==> config.mk <==
export PLATFORM = sky130hd
export DESIGN_NAME = swf_cell
export DESIGN_NICKNAME = d
export VERILOG_FILES = /design/src/design/swf_pkg.sv /design/src/design/swf_cell.sv
export SDC_FILE = /design/constraint.sdc
export NUM_CORES = 1
export LEC_CHECK = 0
export ABC_CLOCK_PERIOD_IN_PS = 18000
export BUFFER_PORTS_ARGS = -buffer_cell sky130_fd_sc_hd__buf_2
export CORE_MARGIN = 2
export CORE_UTILIZATION = 57
export CTS_CLUSTER_DIAMETER = 30
export CTS_CLUSTER_SIZE = 40
export DETAILED_ROUTE_END_ITERATION = 10
export MAX_ROUTING_LAYER = met4
export PLACE_DENSITY = 0.95
export SYNTH_ARGS = -nofsm -noshare
export SYNTH_HDL_FRONTEND = slang
export SYNTH_SLANG_ARGS = --single-unit
==> constraint.sdc <==
create_clock -name clk -period 18 [get_ports clk]
set_clock_uncertainty 0.05 [all_clocks]
set_input_delay 3.6 -clock clk [delete_from_list [all_inputs] [get_ports clk]]
set_output_delay 3.6 -clock clk [all_outputs]
set_load 0.01 [all_outputs]
==> src/design/swf_pkg.sv <==
// swf_pkg: shared sizes, types and the dominance test for the skyline window filter
// used by swf_cell and skyline_window_filter_core; no dependencies
package swf_pkg;

	localparam int WINDOW_DEPTH   = 64;
	localparam int MAX_DIMS       = 4;
	localparam int COORD_BITS     = 16;
	localparam int FIELD_BITS     = 16;
	localparam int ID_BITS        = 16;
	localparam int DIMS_BITS      = 3;
	localparam int COUNT_OUT_BITS = 7;
	localparam int CNT_BITS       = $clog2(WINDOW_DEPTH + 1);

	typedef logic [COORD_BITS-1:0]     coord_t;
	typedef coord_t [MAX_DIMS-1:0]     point_t;
	typedef logic [MAX_DIMS-1:0]       dim_mask_t;
	typedef logic [CNT_BITS-1:0]       count_t;
	typedef logic [DIMS_BITS-1:0]      dims_t;

	// one request on its way down the chain of cells
	typedef struct packed {
		logic               valid;
		point_t             coords;
		logic [ID_BITS-1:0] id;
		logic               last;
		logic               dominated;
		logic               kept;
		count_t             count;
	} probe_t;

	// w dominates p: no greater in every used coordinate, smaller in at least one
	function automatic logic dominates(point_t w, point_t p, dim_mask_t m);
		logic no_greater;
		logic smaller;
		no_greater = 1'b1;
		smaller    = 1'b0;
		for (int k = 0; k < MAX_DIMS; k++) begin
			if (m[k]) begin
				if (w[k] > p[k]) no_greater = 1'b0;
				if (w[k] < p[k]) smaller = 1'b1;
			end
		end
		return no_greater && smaller;
	endfunction

endpackage

==> src/design/swf_cell.sv <==
// swf_cell: one window slot of the skyline filter, compares the passing request
// with its stored point and hands the request to the next cell; uses swf_pkg
module swf_cell (
	input  logic               clk,
	input  logic               arst_n,
	input  logic               advance,
	input  swf_pkg::dim_mask_t dim_mask,
	input  swf_pkg::probe_t    probe_in,
	output swf_pkg::probe_t    probe_out
);
	import swf_pkg::*;

	logic   valid_q;
	point_t entry_q;
	probe_t probe_q;
	probe_t probe_nxt;
	logic   hit;
	logic   take;

	always_comb begin
		hit  = valid_q && dominates(entry_q, probe_in.coords, dim_mask);
		// first empty slot captures a point that no earlier slot dominated
		take = probe_in.valid && !valid_q && !probe_in.dominated && !probe_in.kept;
		probe_nxt = probe_in;
		if (hit) probe_nxt.dominated = 1'b1;
		if (take) probe_nxt.kept = 1'b1;
		if (valid_q || take) probe_nxt.count = probe_in.count + count_t'(1);
	end

	always_ff @(posedge clk or negedge arst_n) begin
		if (!arst_n) begin
			valid_q <= 1'b0;
			probe_q <= '0;
		end else if (advance) begin
			probe_q <= probe_nxt;
			// the last point of a set empties each slot as it passes
			if (probe_in.valid && probe_in.last) valid_q <= 1'b0;
			else if (take) valid_q <= 1'b1;
		end
	end

	always_ff @(posedge clk) begin
		if (advance && take) entry_q <= probe_in.coords;
	end

	assign probe_out = probe_q;

endmodule

==> results of run 1 <==
Yosys cell counts, drive strengths merged:
library cell / number
xor2: 5
o211ai: 4
ha: 65
nor2: 13
nor4: 3
or3: 1
a31o: 1
inv: 67
edfxtp: 64
mux2i: 2
o21ai: 9
nand3: 3
nand2: 17
xnor2: 1
a21oi: 37
o2bb2ai: 1
a21o: 4
and2: 1
nor2b: 4
nor4b: 1
and4: 1
a21boi: 1
o221ai: 2
a2111oi: 1
mux2: 82
clkbuf: 11
or4: 2
nand4: 17
o31ai: 1
o21a: 4
and3: 1
dfrtp: 92
nor3: 2
a31oi: 1
a211oi: 2
a2bb2oi: 1
layout make-up:
| type | instances | area [um2] | share of cell area [%] |
|---|---|---|---|
| Sequential cell | 156 | 4224 | 47.78 |
| Multi-Input combinational cell | 290 | 2590 | 29.30 |
| Timing Repair Buffer | 192 | 975.9 | 11.04 |
| Clock buffer | 22 | 474.2 | 5.364 |
| Inverter | 67 | 251.5 | 2.845 |
| Tap cell | 168 | 210.2 | 2.378 |
| Clock inverter | 10 | 111.4 | 1.260 |
| Antenna cell | 1 | 2.502 | 0.02831 |
critical path, delay by kind of cell:
family / cells / cell delay, ps
buffers and inverters: 2 / 140
adder cells (fa/ha/maj): 1 / 310
AND/OR/NAND/NOR: 3 / 650
AO/OA/AOI/OAI: 3 / 740
where the power goes:
group / switching (mW) / internal (mW)
registers: 0.0127 / 0.396
logic: 0.0610 / 0.0525
clock network: 0.140 / 0.215
cell families after synthesis:
family / count (synthesis) / share of synthesized area [%]
AO/OA/AOI/OAI: 69 / 6.097
XOR/XNOR: 6 / 0.7401
adder cells (fa/ha/maj): 65 / 11.45
buffers and inverters: 78 / 4.123
flip-flops: 156 / 59.49
multiplexers: 84 / 13.29
AND/OR/NAND/NOR: 66 / 4.811
flip-flops by register name (all words and copies together), names as in the netlist:
name       count
entry_q       64
probe_out     91
valid_q        1
path summary, 6_finish.rpt:
kind / start / to / slack [ps]
worst min register to register: probe_out[42] / probe_out[42] / 450
max in group asynchronous: arst_n / probe_out[28] / 13700
worst min-delay path: probe_out[42] / probe_out[42] / 450
worst max-delay path: probe_in[89] / probe_out[8] / 12800
min in group asynchronous: arst_n / probe_out[54] / 3090
worst max register to register: entry_q[31] / probe_out[8] / 15730
per-layer routing:
layer,track usage (%),vias up,part of all wire (%)
li1,-,2294,-
met1,29.58,2411,40
met2,45.46,172,53
met3,5.858,36,4.4
met4,9.683,0,2.7
met5,-,-,0
through the flow:
stage               hold WS, ps  std cells  setup WS, ps
floorplan                 485.4        524          7229
global placement          433.6        873         12440
detailed placement        440.1        873         12350
CTS                       453.8        905         12790
global route              471.9        906         12570
finish                    451.0        906         12800
==> summary.md, run 1 <==
| Metric | Value |
|---|---|
| Max cap viols | `0` |
| Clock latency on the worst-skew pair | `430 ps` |
| Die Y | `115.6 um` |
| Yosys top cell by area | `dfrtp_1` |
| Cells after Synth | `524` |
| Worst-path cell chain | `buf_2 > inv_1 > ha_1 > nand4_1 > nor3_1 > a21boi_0 > nor4_1 > a2111oi_4 > o31ai_1` |
| Dpl hpwl | `11,890 um` |
| Fillcell total | `773` |
| # DRC | `0` |
| Most frequent cells in the layout | `buf_2 (186), dfrtp_1 (92), mux2_2 (82)` |
| Largest net degree at the start of global routing | `58` |
| Least-Margin Pin Slew | `716.0 ps` |
| CTS H-Tree Depth | `4` |
| Final Cycle Share | `28.89%` |
| Total power | `0.8767 mW` |
| Vias in the first global route | `5,258` |
| Vias per cell | `5.423` |
| Slowest stage cell on the critical path | `a21boi_0` |
| Yosys warns | `0` |
| CTS Sinks | `156` |
| Post-Route Utilization | `73.29%` |
| Die ar. | `13,370 um2` |
| Worst Path Max Fanout | `3` |
| Setup CP Type | `primary input to flip-flop` |
| GRT overflow | `0` |
| RSZ-0062 raised after global routing | `no` |
| Max Clock Freq | `0.1923 GHz` |
| Final Hold Vio Count | `0` |
| Wire per inst | `17.77 um` |
| Gr usage total | `26.12%` |
| Worst setup EP type | `flip-flop` |
| Worst Reg-to-Reg Cells | `7` |
| CTS Root Cell | `clkbuf_16` |
| TritonCTS clock tree | `yes` |
| Synth Register Bits | `156` |
| Via Count | `4,913` |
| Top cells by area, synth | `dfrtp_1 (32%), edfxtp_1 (27%), mux2_2 (13%)` |
| Setup bufs post-CTS | `0` |
| Synthesized Nets | `687` |
| DR pass1 iterations | `4` |
| Final setup violation count | `0` |
| Fraction of the yosys area taken by sequential cells | `59.49%` |
| First-pass GRT wire length | `25,640 um` |
| Port buffer count | `188` |
| CTS Buf Count | `17` |
| Clock Path Buffers | `2` |
| Drt initial violations | `291` |
| Setup tns final | `0 ps` |
| Cell Area, Synth | `7101 um2` |
| Count of pins over their slew limit | `0` |
| Die Wd | `115.6 um` |
| VDD IR max | `0.00006627 V` |
| Avg Inst Size Synth | `13.55 um2` |
| Worst Path Required | `18,250 ps` |
| Most common cell after layout, fill and taps aside | `buf_2` |
| Final min period | `5200 ps` |
| Crit path launch type | `primary input` |
| Hold path depth | `1` |
| Count of unique library cells instantiated by Yosys | `37` |
| Hold WC Path Type | `flip-flop to flip-flop` |
| I/O pin count | `189` |
| Fin nets | `887` |
| WL final | `16,100 um` |
| Max incr delay on CP | `350 ps` |
| Starting Density | `58.87%` |
| Total core area | `12,060 um2` |
| Finished layout cell area | `8840 um2` |
| Cell Rows | `40` |
| Final ANT Viol Nets | `0` |
| Outcome | `finished, final reports clean` |
| Initial antenna violation count | `1` |
| CTS resizes | `0` |
| Lkg Pwr | `4.137 nW` |
| # hold bufs at CTS | `0` |
| Share of cells above drive strength 1 | `41.79%` |
| Power Density | `99.18 nW/um2` |
| Post-synth top area share | `32.42%` |
| Layout Area Growth over Synthesis | `24.49%` |
| WP data arrival | `5450 ps` |
| Slew HR | `52.26%` |
| Area of placed instances | `8252 um2` |
| GPL Wtd Cong | `0.8380` |
| Clk slew on worst S/H paths | `60 ps` |
No activity file was read; power rests on OpenSTA's default activity.
==> run 2: changes to the inputs <==
--- a/config.mk
+++ b/config.mk
@@ -5,15 +5,15 @@
 export SDC_FILE = /design/constraint.sdc
 export NUM_CORES = 1
 export LEC_CHECK = 0
-export ABC_CLOCK_PERIOD_IN_PS = 18000
+export ABC_CLOCK_PERIOD_IN_PS = 4650
 export BUFFER_PORTS_ARGS = -buffer_cell sky130_fd_sc_hd__buf_2
 export CORE_MARGIN = 2
-export CORE_UTILIZATION = 57
+export CORE_UTILIZATION = 48
 export CTS_CLUSTER_DIAMETER = 30
 export CTS_CLUSTER_SIZE = 40
 export DETAILED_ROUTE_END_ITERATION = 10
 export MAX_ROUTING_LAYER = met4
-export PLACE_DENSITY = 0.95
+export PLACE_DENSITY = 0.89
 export SYNTH_ARGS = -nofsm -noshare
 export SYNTH_HDL_FRONTEND = slang
 export SYNTH_SLANG_ARGS = --single-unit
==> constraint.sdc (replaced) <==
create_clock -name clk -period 4.65 [get_ports clk]
set_clock_uncertainty 0.05 [all_clocks]
set_input_delay 0.93 -clock clk [delete_from_list [all_inputs] [get_ports clk]]
set_output_delay 0.93 -clock clk [all_outputs]
set_load 0.01 [all_outputs]
==> run 2 against run 1 <==
Compared with the run above:
- first-iteration DRC count fell by 22%
- sequential share of layout area fell by 0.40 points
- routed wire length fell by 8.9%
- die area rose by 18%
- clock-buffer cell count fell by 3
- utilization fell by 12 points
- design area rose by 0.85%
- combinational power rose to 3.8 times the previous value
- clock power rose to 4.2 times the previous value
- largest cell class unchanged
- register-to-register slack got worse by 13000 ps
==> summary.md, run 2 (synthesized netlist as in run 1, its figures left out) <==
| Metric | Value |
|---|---|
| Vias per cell | `5.194` |
| Most frequent cells in the layout | `buf_2 (186), dfrtp_1 (92), mux2_2 (82)` |
| Final setup violation count | `0` |
| Worst Reg-to-Reg Cells | `7` |
| CTS H-Tree Depth | `4` |
| GRT overflow | `0` |
| Reg-to-reg endpoint | `probe_out[8]` |
| Final min period | `2582 ps` |
| Port buffer count | `188` |
| Outcome | `finished, final reports clean` |
| Die Y | `125.6 um` |
| Slowest stage cell on the critical path | `nor4_1` |
| Worst Path Required | `4930 ps` |
| WP data arrival | `2860 ps` |
| RSZ-0062 raised after global routing | `no` |
| # hold bufs at CTS | `0` |
| Starting Density | `49.04%` |
| WL final | `14,660 um` |
| Crit path launch type | `primary input` |
| Final ANT Viol Nets | `0` |
| Total core area | `14,480 um2` |
| Fin nets | `887` |
| Multi-input logic area | `2599 um2` |
| Dpl hpwl | `10,720 um` |
| TritonCTS clock tree | `yes` |
| Hold WC Path Type | `primary input to asynchronous set/reset pin` |
| Post-Layout Cell Count | `921` |
| Placed instance count | `889` |
| Least-Margin Pin Slew | `749.5 ps` |
| First-pass GRT wire length | `24,140 um` |
| Clock latency on the worst-skew pair | `420 ps` |
| Crit path max-delay family | `compound AO/OA/AOI/OAI gates` |
| Layout Area Growth over Synthesis | `25.55%` |
| CTS Buf Count | `17` |
| # DRC | `0` |
| I/O pin count | `189` |
| Worst Path Max Fanout | `3` |
| Cell Rows | `44` |
| R2r setup slk | `2360 ps` |
| Max incr delay on CP | `680 ps` |
| Share of cells above drive strength 1 | `42.06%` |
| Setup bufs post-CTS | `0` |
| Die ar. | `15,780 um2` |
| Worst-path cell chain | `buf_2 > inv_1 > ha_1 > a21oi_1 > o21ai_0 > o2bb2ai_1 > nor4_1 > a2111oi_4 > o31ai_1` |
| Largest net degree at the start of global routing | `59` |
| Count of pins over their slew limit | `0` |
| Drt initial violations | `226` |
| Wire per inst | `15.92 um` |
| Via Count | `4,784` |
| Die Wd | `125.6 um` |
| Buf/Inv on CP | `2` |
| Slew HR | `49.58%` |
| Gr usage total | `19.85%` |
| Fillcell total | `1,130` |
| DR pass1 iterations | `4` |
| CTS resizes | `0` |
| Clk slew on worst S/H paths | `60 ps` |
| Initial antenna violation count | `0` |
| Vias in the first global route | `5,086` |
| Most common cell after layout, fill and taps aside | `buf_2` |
| VDD IR max | `0.0002239 V` |
| Largest register FFs | `91` |
| Clock Path Buffers | `2` |
| Final Hold Vio Count | `0` |
| Lkg Pwr | `4.153 nW` |
| Power Density | `390.9 nW/um2` |
| Max cap viols | `0` |
| Worst setup EP type | `flip-flop` |
| Total power | `3.484 mW` |
| ANT cells | `0` |
| CTS Sinks | `156` |
| Setup CP Type | `primary input to flip-flop` |
| CTS Root Cell | `clkbuf_16` |
| Worst reg2reg path startpoint | `entry_q[7]` |
| GPL Wtd Cong | `0.7644` |
| Max Clock Freq | `0.3873 GHz` |
| Sequential cell area | `4224 um2` |
| Final Cycle Share | `55.52%` |
| Setup tns final | `0 ps` |
## run 2: cell types whose count changed in the layout (fill, tap and decap cells not counted)
cell        change
clkinv_4        +3
inv_4           -3
bufinv_16       +2
clkbuf_8        -2
clkbuf_1        -1
clkinv_1        -1
clkinvlp_4      +1
diode_2         -1
inv_6           +1
nor4_2          -1
nor4_4          +1
## run 2: final cells by class
type	count	area share (%)
flip-flops and latches	156	47.38
multi-input cells	290	29.15
repair buffers	192	10.95
clock buffers	19	4.968
inverters	67	2.821
well taps	184	2.582
clock inverters	13	2.147
## run 2: how the worst max path moves through the flow
stage,from,endpoint,slack (ps),depth (start not counted)
after detailed placement,probe_in[37],probe_out[8],1630,9
after floorplan,advance,entry_q[0],800,3
after CTS,probe_in[37],probe_out[8],2060,9
final,probe_in[33],probe_out[8],2070,9
after global routing,probe_in[33],probe_out[8],1890,9
after global placement,probe_in[33],probe_out[8],1650,9
## run 2: worst reg2reg max path, stage by stage (launching register included)
cell       delay (ps)
edfxtp_1          360
ha_1              320
a21oi_1           150
o21ai_0           100
o2bb2ai_1         170
nor4_1            680
a2111oi_4         110
o31ai_1           260
## run 2: where the power goes
group | switching (mW) | total, mW | internal, mW
Combinational | 0.228 | 0.431 | 0.203
Sequential | 0.0449 | 1.58 | 1.53
Clock | 0.561 | 1.48 | 0.916
Total | 0.834 | 3.48 | 2.65
## run 2: stage by stage
stage               area [um2]  hold WS [ps]  util (%)  worst slack [ps]
floorplan                 7116         485.4         -             795.4
global placement          8280         432.8     57.19              1648
detailed placement        8280         440.1     57.19              1627
CTS                       8915         454.2     61.57              2060
global route              8915         459.9     61.57              1885
finish                    8915         450.0     61.57              2068
## run 2: per-layer routing
metal	up-vias	wire length (um)	track usage (%)
met3	30	618	4.333
li1	2288	-	-
met5	-	0	-
met2	131	7319	32.59
met1	2335	6393	24.29
met4	0	332	7.320
==> run 3: changes to the inputs <==
--- a/config.mk
+++ b/config.mk
@@ -5,7 +5,7 @@
 export SDC_FILE = /design/constraint.sdc
 export NUM_CORES = 1
 export LEC_CHECK = 0
-export ABC_CLOCK_PERIOD_IN_PS = 4650
+export ABC_CLOCK_PERIOD_IN_PS = 2200
 export BUFFER_PORTS_ARGS = -buffer_cell sky130_fd_sc_hd__buf_2
 export CORE_MARGIN = 2
 export CORE_UTILIZATION = 48
==> constraint.sdc (replaced) <==
create_clock -name clk -period 2.2 [get_ports clk]
set_clock_uncertainty 0.05 [all_clocks]
set_input_delay 0.44 -clock clk [delete_from_list [all_inputs] [get_ports clk]]
set_output_delay 0.44 -clock clk [all_outputs]
set_load 0.01 [all_outputs]
==> run 3 against run 2 <==
Compared with the run above:
- sequential cell count unchanged
- setup slack worse by 2000 ps
- global-route usage grew 1.2 points
- sequential share of layout area fell by 2.0 points
- via count rose by 2.3%
- non-clock buffer count up 39
- worst hold slack worse by 280 ps
- utilization up 2.7 points
- combinational power grew 130%
- power grew 120%
- register-to-register slack worse by 2300 ps
- highest routed layer unchanged
==> summary.md, run 3 (synthesized netlist as in run 1, its figures left out) <==
| Metric | Value |
|---|---|
| Initial antenna violation count | `0` |
| Count of pins over their slew limit | `0` |
| Port buffer count | `188` |
| Die Wd | `125.6 um` |
| DR pass1 iterations | `4` |
| GRT overflow | `0` |
| Slew HR | `62.76%` |
| CTS Root Cell | `clkbuf_16` |
| Clock Path Buffers | `2` |
| Final min period | `2158 ps` |
| Final Cycle Share | `98.10%` |
| Final ANT Viol Nets | `0` |
| Final Hold Vio Count | `0` |
| Die ar. | `15,780 um2` |
| Crit path launch type | `flip-flop` |
| CTS Sinks | `156` |
| Clk slew on worst S/H paths | `60 ps` |
| Clock latency on the worst-skew pair | `420 ps` |
| First-pass GRT wire length | `25,290 um` |
| Max cap viols | `0` |
| Cell Rows | `44` |
| Least-Margin Pin Slew | `553.5 ps` |
| Share of cells above drive strength 1 | `45.62%` |
| Lkg Pwr | `4.373 nW` |
| Fin nets | `926` |
| GPL Wtd Cong | `0.7943` |
| Most common cell after layout, fill and taps aside | `buf_2` |
| Hold WC Path Type | `primary input to flip-flop` |
| TritonCTS clock tree | `yes` |
| Setup tns final | `0 ps` |
| Largest register FFs | `91` |
| Place WS | `-328.3 ps` |
| WP data arrival | `2400 ps` |
| CTS H-Tree Depth | `4` |
| Die Y | `125.6 um` |
| Worst setup EP type | `flip-flop` |
| Total core area | `14,480 um2` |
| Largest net degree at the start of global routing | `101` |
| Starting Density | `49.04%` |
| Final setup violation count | `0` |
| Drt initial violations | `251` |
| R2r setup slk | `40 ps` |
| Vias in the first global route | `5,123` |
| Layout Area Growth over Synthesis | `31.08%` |
| # DRC | `0` |
| Gr usage total | `21.09%` |
| ANT cells | `0` |
| RSZ-0062 raised after global routing | `yes` |
| Vias per cell | `5.098` |
| Outcome | `finished, final reports clean` |
| Power Density | `805.1 nW/um2` |
| Worst Path Required | `2450 ps` |
| CTS Buf Count | `17` |
| WL final | `15,290 um` |
| Setup CP Type | `flip-flop to flip-flop` |
| Worst Path Max Fanout | `2` |
| VDD IR max | `0.0005296 V` |
| Dpl hpwl | `11,320 um` |
| PnR worst setup slack | `41.83 ps` |
| Most frequent cells in the layout | `buf_2 (186), dfrtp_1 (92), mux2_2 (82)` |
| I/O pin count | `189` |
| Max Clock Freq | `0.4634 GHz` |
| Via Count | `4,894` |
| Wire per inst | `15.93 um` |
==> run 3: changes by cell type in the layout (fill, tap and decap cells not counted), sizes merged <==
cell / previous run / this run
clkinvlp: 3 / 2
bufinv: 4 / 5
clkbuf: 19 / 20
inv: 68 / 67
buf: 192 / 230
dlygate4sd3: 0 / 1
==> run 3: area by class of cell <==
class / instances / area, um2
Timing Repair Buffer: 231 / 1321
Inverter: 67 / 251.5
Clock inverter: 12 / 193.9
Multi-Input combinational cell: 290 / 2640
Fill cell: 1085 / 5171
Tap cell: 184 / 230.2
Sequential cell: 156 / 4224
Clock buffer: 20 / 446.7
==> run 3: timing repair <==
action / in CTS / in global routing
hold endpoints to repair: 25 / 0
setup endpoints to repair: 1 / 1
pin swaps: 4 / 4
gates resized for setup: 3 / 6
hold buffers: 1 / 0
buffers inserted: 0 / 0
==> run 3: metrics by stage <==
step | utilization, % | cell area, um2 | total power [mW] | instances | hold slack, ps
after global routing | 64.28 | 9308 | 7.817 | 960 | 156.6
after CTS | 64.15 | 9288 | 7.554 | 960 | 156.3
after floorplan | - | 7144 | 3.868 | 524 | 94.41
after detailed placement | 59.56 | 8623 | 4.380 | 927 | 359.2
final | 64.28 | 9308 | 7.494 | 960 | 172.6
after global placement | 59.56 | 8623 | 4.332 | 927 | 352.6
==> run 3: path summary, 6_finish.rpt <==
check,to,cells past startpoint,startpoint
min in group asynchronous,probe_out[65],2,arst_n
worst max-delay path,probe_out[8],7,entry_q[46]
worst max register to register,probe_out[8],7,entry_q[46]
worst min-delay path,entry_q[44],1,probe_in[70]
worst min register to register,probe_out[69],1,probe_out[69]
max in group asynchronous,probe_out[20],3,arst_n
==> run 3: critical path, cell delays in order, from the launching register on <==
cell and delay, ps:
edfxtp_1 370, ha_1 310, nand4_1 130, or4_4 510, a21o_1 190, and4_4 200
a2111oi_4 180, o31ai_1 110
==> run 3: power breakdown <==
part	total [mW]	leakage, nW	internal [mW]	switching [mW]
sequential	3.34	1.65	3.24	0.101
combinational	0.980	2.41	0.482	0.498
clock	3.17	0.310	2.04	1.14
total	7.49	4.37	5.76	1.74
==> run 3: layer usage <==
| metal | vias up | share of wire, % | track usage [%] |
|---|---|---|---|
| met5 | - | 0 | - |
| met1 | 2361 | 42 | 26.47 |
| li1 | 2359 | - | - |
| met2 | 145 | 50 | 34.02 |
| met4 | 0 | 2.0 | 7.059 |
| met3 | 29 | 5.6 | 4.928 |
